==> config.mk <==
export PLATFORM = sky130hd
export DESIGN_NAME = rfa_ctrl
export DESIGN_NICKNAME = d
export VERILOG_FILES = /design/src/design/rfa_pkg.sv /design/src/design/rfa_ctrl.sv
export SDC_FILE = /design/constraint.sdc
export NUM_CORES = 1
export LEC_CHECK = 0
export BUFFER_PORTS_ARGS = -buffer_cell sky130_fd_sc_hd__clkbuf_2
export CELL_PAD_IN_SITES_DETAIL_PLACEMENT = 1
export CELL_PAD_IN_SITES_GLOBAL_PLACEMENT = 2
export CORE_UTILIZATION = 19
export DETAILED_ROUTE_END_ITERATION = 12
export PLACE_DENSITY_LB_ADDON = 0.1
export SLEW_MARGIN = 10
export SYNTH_ARGS = -nofsm -noshare
export SYNTH_HDL_FRONTEND = slang
export SYNTH_SLANG_ARGS = --single-unit
==> constraint.sdc <==
create_clock -name clk -period 2 [get_ports clk]
set_input_delay 0.4 -clock clk [delete_from_list [all_inputs] [get_ports clk]]
set_output_delay 0.4 -clock clk [all_outputs]
set_load 0.02 [all_outputs]
==> src/design/rfa_pkg.sv <==
// Shared types and constants for the reference-counted frame allocator.
package rfa_pkg;

  localparam int CMD_W     = 3;
  localparam int FRAME_W   = 10;
  localparam int PC_W      = 8;
  localparam int FO_W      = 10;
  localparam int ST_W      = 2;
  localparam int CFG_W     = 11;
  localparam int CFG_IDX_W = 1;

  localparam logic [CFG_W-1:0] FIRST_RST = 11'd0;
  localparam logic [CFG_W-1:0] LIMIT_RST = 11'd1024;

  typedef enum logic [CMD_W-1:0] {
    CMD_INIT   = 3'd0,
    CMD_ALLOC  = 3'd1,
    CMD_FREE   = 3'd2,
    CMD_ADDREF = 3'd3,
    CMD_COW    = 3'd4
  } cmd_t;

  typedef enum logic [ST_W-1:0] {
    ST_OK       = 2'd0,
    ST_EMPTY    = 2'd1,
    ST_BADCOUNT = 2'd2,
    ST_RANGE    = 2'd3
  } st_t;

  typedef enum logic [CFG_IDX_W-1:0] {
    REG_FIRST = 1'b0,
    REG_LIMIT = 1'b1
  } reg_idx_t;

  typedef enum logic [2:0] {
    S_CLEAR,
    S_IDLE,
    S_EXEC,
    S_POP,
    S_INIT,
    S_OUT
  } state_t;

  typedef enum logic [2:0] {
    CW_DEC,
    CW_INC,
    CW_ZERO,
    CW_ONE_HEAD,
    CW_SWEEP
  } cnt_sel_t;

  typedef enum logic [1:0] {
    FO_NONE,
    FO_FRAME,
    FO_HEAD
  } fo_sel_t;

  typedef struct packed {
    logic     rd_en;
    logic     sweep_step;
    logic     sweep_init;
    logic     cnt_we;
    cnt_sel_t cnt_sel;
    logic     push;
    logic     pop;
    logic     head_init;
    logic     res_we;
    st_t      res_st;
    fo_sel_t  res_fo;
    logic     res_cp;
    logic     out_load;
  } rfa_ctrl_t;

  typedef struct packed {
    logic [CMD_W-1:0] cmd;
    logic             range_bad;
    logic             cnt_zero;
    logic             cnt_one;
    logic             cnt_max;
    logic             head_null;
    logic             pc_one;
    logic             sweep_last;
    logic             out_free;
  } rfa_stat_t;

endpackage

==> src/design/rfa_ctrl.sv <==
// Controller state machine that sequences each allocator command.
module rfa_ctrl (
  input  logic               clk,
  input  logic               rst_n,
  input  logic               in_valid,
  output logic               in_ready,
  input  rfa_pkg::rfa_stat_t stat,
  output rfa_pkg::rfa_ctrl_t ctrl
);
  import rfa_pkg::*;

  state_t state_r, state_nxt;
  cmd_t   cmd;

  assign cmd = cmd_t'(stat.cmd);

  always_ff @(posedge clk) begin
    if (!rst_n) begin
      state_r <= S_CLEAR;
    end else begin
      state_r <= state_nxt;
    end
  end

  always_comb begin
    state_nxt = state_r;
    unique case (state_r)
      S_CLEAR: begin
        if (stat.sweep_last) state_nxt = S_IDLE;
      end
      S_IDLE: begin
        if (in_valid) state_nxt = S_EXEC;
      end
      S_EXEC: begin
        if (cmd == CMD_INIT) begin
          state_nxt = S_INIT;
        end else if (cmd == CMD_COW && !stat.range_bad && !stat.cnt_one && !stat.cnt_zero) begin
          state_nxt = S_POP;
        end else begin
          state_nxt = S_OUT;
        end
      end
      S_POP: begin
        state_nxt = S_OUT;
      end
      S_INIT: begin
        if (stat.sweep_last) state_nxt = S_OUT;
      end
      S_OUT: begin
        if (stat.out_free) state_nxt = S_IDLE;
      end
      default: begin
        state_nxt = S_CLEAR;
      end
    endcase
  end

  always_comb begin
    ctrl        = '0;
    ctrl.res_st = ST_OK;
    ctrl.res_fo = FO_NONE;
    in_ready    = 1'b0;
    unique case (state_r)
      S_CLEAR: begin
        ctrl.cnt_we     = 1'b1;
        ctrl.cnt_sel    = CW_SWEEP;
        ctrl.sweep_step = 1'b1;
      end
      S_IDLE: begin
        in_ready   = 1'b1;
        ctrl.rd_en = in_valid;
      end
      S_EXEC: begin
        ctrl.res_we = 1'b1;
        unique case (cmd)
          CMD_INIT: begin
            ctrl.res_we = 1'b0;
          end
          CMD_ALLOC: begin
            if (!stat.pc_one) begin
              ctrl.res_st = ST_BADCOUNT;
            end else if (stat.head_null) begin
              ctrl.res_st = ST_EMPTY;
            end else begin
              ctrl.cnt_we  = 1'b1;
              ctrl.cnt_sel = CW_ONE_HEAD;
              ctrl.pop     = 1'b1;
              ctrl.res_fo  = FO_HEAD;
            end
          end
          CMD_FREE: begin
            if (stat.range_bad || stat.cnt_zero) begin
              ctrl.res_st = ST_RANGE;
            end else if (stat.cnt_one) begin
              ctrl.push    = 1'b1;
              ctrl.cnt_we  = 1'b1;
              ctrl.cnt_sel = CW_ZERO;
            end else begin
              ctrl.cnt_we  = 1'b1;
              ctrl.cnt_sel = CW_DEC;
            end
          end
          CMD_ADDREF: begin
            if (stat.range_bad || stat.cnt_max) begin
              ctrl.res_st = ST_RANGE;
            end else begin
              ctrl.cnt_we  = 1'b1;
              ctrl.cnt_sel = CW_INC;
            end
          end
          CMD_COW: begin
            if (stat.range_bad) begin
              ctrl.res_st = ST_RANGE;
            end else if (stat.cnt_one) begin
              ctrl.res_fo = FO_FRAME;
            end else if (stat.cnt_zero) begin
              ctrl.res_st = ST_RANGE;
            end else begin
              // The shared frame loses one owner; the new frame is popped next.
              ctrl.cnt_we  = 1'b1;
              ctrl.cnt_sel = CW_DEC;
              ctrl.res_we  = 1'b0;
            end
          end
          default: begin
          end
        endcase
      end
      S_POP: begin
        ctrl.res_we = 1'b1;
        if (stat.head_null) begin
          ctrl.res_st = ST_EMPTY;
        end else begin
          ctrl.cnt_we  = 1'b1;
          ctrl.cnt_sel = CW_ONE_HEAD;
          ctrl.pop     = 1'b1;
          ctrl.res_fo  = FO_HEAD;
          ctrl.res_cp  = 1'b1;
        end
      end
      S_INIT: begin
        ctrl.cnt_we     = 1'b1;
        ctrl.cnt_sel    = CW_SWEEP;
        ctrl.sweep_step = 1'b1;
        ctrl.sweep_init = 1'b1;
        if (stat.sweep_last) begin
          ctrl.head_init = 1'b1;
          ctrl.res_we    = 1'b1;
        end
      end
      S_OUT: begin
        ctrl.out_load = stat.out_free;
      end
      default: begin
      end
    endcase
  end

endmodule

# == Word-level counts from Yosys, hierarchy flattened ==
# Index checks and enable logic that the tools add are counted.
# word_totals
romBits,0
regBits,3
latch_bits,0
inputBits,14
out_inout_bits,18
n_memories,0
ram_bits,0
elab_cells,77
# op_classes
n_shift,0
muxes,51
n_lt_le_gt_ge,0
n_mul,0
add_sub_neg,0
eq_ne,13
n_reduce_logical,12
div_mod_pow,0
n_bitwise,0
# op_table
cell,count
3-bit 2-to-1 mux,8
4-bit 2-to-1 mux,6
2-bit 2-to-1 mux,10
3-bit case mux with 6 select lines,1
1-bit 2-to-1 mux,17
4-bit case mux with 4 select lines,1
"3-bit by 2-bit == test with 1-bit output, second input constant",4
4-bit case mux with 3 select lines,1
"3-bit == test, second input constant",3
"2-bit != test, second input constant",4
2-bit case mux with 4 select lines,1
4-bit case mux with 2 select lines,1
"3-bit by 1-bit == test with 1-bit output, second input constant",2
3-bit zero test,2
5-bit 2-to-1 mux,1
1-bit case mux with 2 select lines,2
2-bit case mux with 2 select lines,1
4-bit AND reduction,1
1-bit logical AND,3
1-bit zero test,3
1-bit case mux with 3 select lines,1
1-bit logical OR,2
2-bit OR reduction,1

# == Depth between registers and ports, before layout ==
# logic_depth
word_depth,7
depth_mapped,6
depth_no_buf,4

# == Least setup slack after synthesis ==
# Ideal clock, no wire load.
# synth_path
path_type,input -> output
from,input port stat[8] (netlist name)
to,output port ctrl[6] (netlist name)
t_required_ns,1.600
path_slack_ns,-0.024
n_path_buf,1
arrival_ns,1.624
path_stages,4
cell_sequence,buf_2 -> or3_1 -> nor2_1 -> o311ai_0
# synth_rtl
element,line,text
from (decl),rfa_ctrl.sv:7,"input rfa_pkg::rfa_stat_t stat,"
to (decl),rfa_ctrl.sv:8,output rfa_pkg::rfa_ctrl_t ctrl

==> out/qor.yml <==
run_status:
  status: "complete, no violations"
synth:
  ys.flop_type: "dfxtp_1"
  synthDistinctLibCells: 39
  synth-edff-count: 0
  synth_area_um2: 509
  ys_warn_count: 0
  syn-mean-instance-area_um2: 6.53
  synth_seq_cells: 3
  syn-num-nets: 92
  synth_seq_area_share_pct: 11.8
  postSynthCellCount: 78
  async_reset_ff_share_pct: 0
floorplan:
  coreArea_mm2: 0.00250
  die_area_mm2: 0.00289
  die_h_um: 53.8
  num_rows: 18
  die_w_um: 53.8
  initial_utilization_pct: 20.4
  boundaryPins: 32
placed_design:
  globalplace.congestion: 0.712
  place_inst: 144
  portBuffers: 31
  dp_hpwl_mm: 1.47
setup_path:
  crit_family: "compound AO/OA/AOI/OAI gates"
  path_cells: "buf_6 > or3b_4 > a21oi_2 > a311oi_2 > o221ai_1 > buf_4"
  max_stage_delay_ns: 0.41
  crit_type: "primary input to primary output"
  worstPathRequired_ns: 1.60
  endpoint_kind: "primary output"
  worstPathArrival_ns: 1.52
  start_kind: "primary input"
  crit_path_top_delay_cell: "or3b_4"
  path_max_fanout: 10
  critical_path_buf_inv_count: 2
grt:
  use_met3_pct: 1.98
  gr-max-usage-layer: "met1"
  grt_overflow: 0
  met2_usage_pct: 18.7
  grtUsageMet1_pct: 20.2
  grt_max_degree: 11
  grt_pass1_wl_mm: 2.80
  antenna_found_initial: 0
  grt_pass1_vias: 607
  grt_use_total_pct: 13.5
clocking:
  cts.root.buffer_cell: "clkbuf_4"
  clock_sinks: 3
  cts_buffers: 3
  cts_buffer_depth: 2
  insertion_delay_ns: 0.23
  cts_tree: "done"
  htree_num_levels: 1
  path_clk_slew_ns: 0.04
routing:
  finalWirelength_mm: 1.86
  via_per_inst: 4.87
  first_pass_iters: 4
  drc: 0
  vias: 726
  drtAntennaViolNets: 0
  wl_per_cell_um: 12.5
  drt_iter0_drc: 3
power:
  irDropWorstVdd_mv: 0.296
  fin_total_pwr_mw: 0.425
  power_leakage_nw: 0.407
  p_per_area_mw_per_mm2: 508
timing:
  timing_hold_violations_final: 0
  fmax_mhz: 520
  drv_slew: 0
  skew_ns: 0.000619
  worst_slew_pin_slew_ns: 0.387
  max-slew-margin-rel_pct: 74.1
  final-setup-viol-count: 0
  rsz0062_at_grt: "true"
  period_share_pct: 96.1
  timing.hold.ws_ns: 0.384
  fin_tns_setup_ns: 0
  min_period_ns: 1.92
layout:
  final_nets: 134
  largest_reg_flops: 3
  layout_common_cells: "clkbuf_2, buf_4, nand2_1, nor2_1, a21oi_1"
  final_common_cell: "clkbuf_2"
  num_antenna_cells: 0
  drive_above_1_share_pct: 48.7
  largestRegisters: "state_r x3"
  fin_cells: 149
  regMostFlops: "state_r"
  areaGrowthSynthToFinish_pct: 64.4
worst_hold_path:
  hold_path.class: "primary input to register"
flow_run:
  drv_cap: 0
==> what timing repair did <==
action | in CTS | in global routing
hold buffers | 0 | 0
endpoints found under the setup margin | 3 | 8
pin swaps | 1 | 5
gates resized for setup | 3 | 18
buffers inserted | 0 | 1
gates cloned | 0 | 0
==> power by group <==
group	switching [mW]	internal, mW
clock	0.0337	0.0749
sequential	0.0158	0.0695
combinational	0.129	0.103
total	0.178	0.247
==> cells by family (layout without fill, tap and decap cells) <==
kind of cell           count (synthesis)  count (layout)  synth area share [%]
buffers and inverters                  9              50                  7.86
AND/OR/NAND/NOR                       44              44                  52.1
AO/OA/AOI/OAI                         22              22                  28.3
flip-flops                             3               3                  11.8
==> cell type report <==
class / instances / area (µm²)
Clock buffer: 4 / 26.3
Sequential cell: 3 / 62.6
Fill cell: 338 / 1660
Timing Repair Buffer: 43 / 256
Multi-Input combinational cell: 66 / 443
Tap cell: 30 / 37.5
Inverter: 3 / 11.3
==> worst paths after layout <==
path	startpoint	to	slack [ns]	depth (start not counted)
max	stat[9]	ctrl[13]	0.08	6
min	rst_n	state_r[1]	0.38	3
max reg2reg	state_r[0]	state_r[0]	0.63	5
min reg2reg	state_r[0]	state_r[0]	0.73	3
==> synthesized netlist by cell type (all sizes together) (2+ instances only) <==
cell / instances / area (µm²)
a21oi: 6 / 30.0
and2: 3 / 18.8
and3: 2 / 12.5
buf: 4 / 20.0
clkbuf: 2 / 8.75
dfxtp: 3 / 60.1
inv: 3 / 11.3
nand2: 10 / 37.5
nand2b: 3 / 18.8
nand3b: 2 / 15.0
nand4b: 2 / 17.5
nor2: 8 / 30.0
nor2b: 2 / 15.0
nor3b: 2 / 20.0
o21ai: 6 / 30.0
or3b: 2 / 20.0
==> layer usage <==
layer / routed length (µm) / vias up / share of wire [%]
li1: - / 363 / -
met1: 992 / 344 / 53
met2: 796 / 19 / 43
met3: 75 / 0 / 4.0
met4: 0 / 0 / 0
met5: 0 / - / 0
==> tightest hold or removal path: stages <==
cell      delay [ns]
clkbuf_2        0.09
nand2_1         0.05
nor2_1          0.03
==> per-stage QoR <==
step | util, % | setup WS [ns] | cell area (µm²)
final | 33.5 | 0.0786 | 837
after global routing | 33.5 | -0.00569 | 837
after CTS | 31.6 | -0.0164 | 790
after detailed placement | 30.2 | -0.00132 | 756
after global placement | 30.2 | 0.0310 | 756
after floorplan | - | 0.0166 | 509
Note: power is estimated with default switching activity, not from simulation.
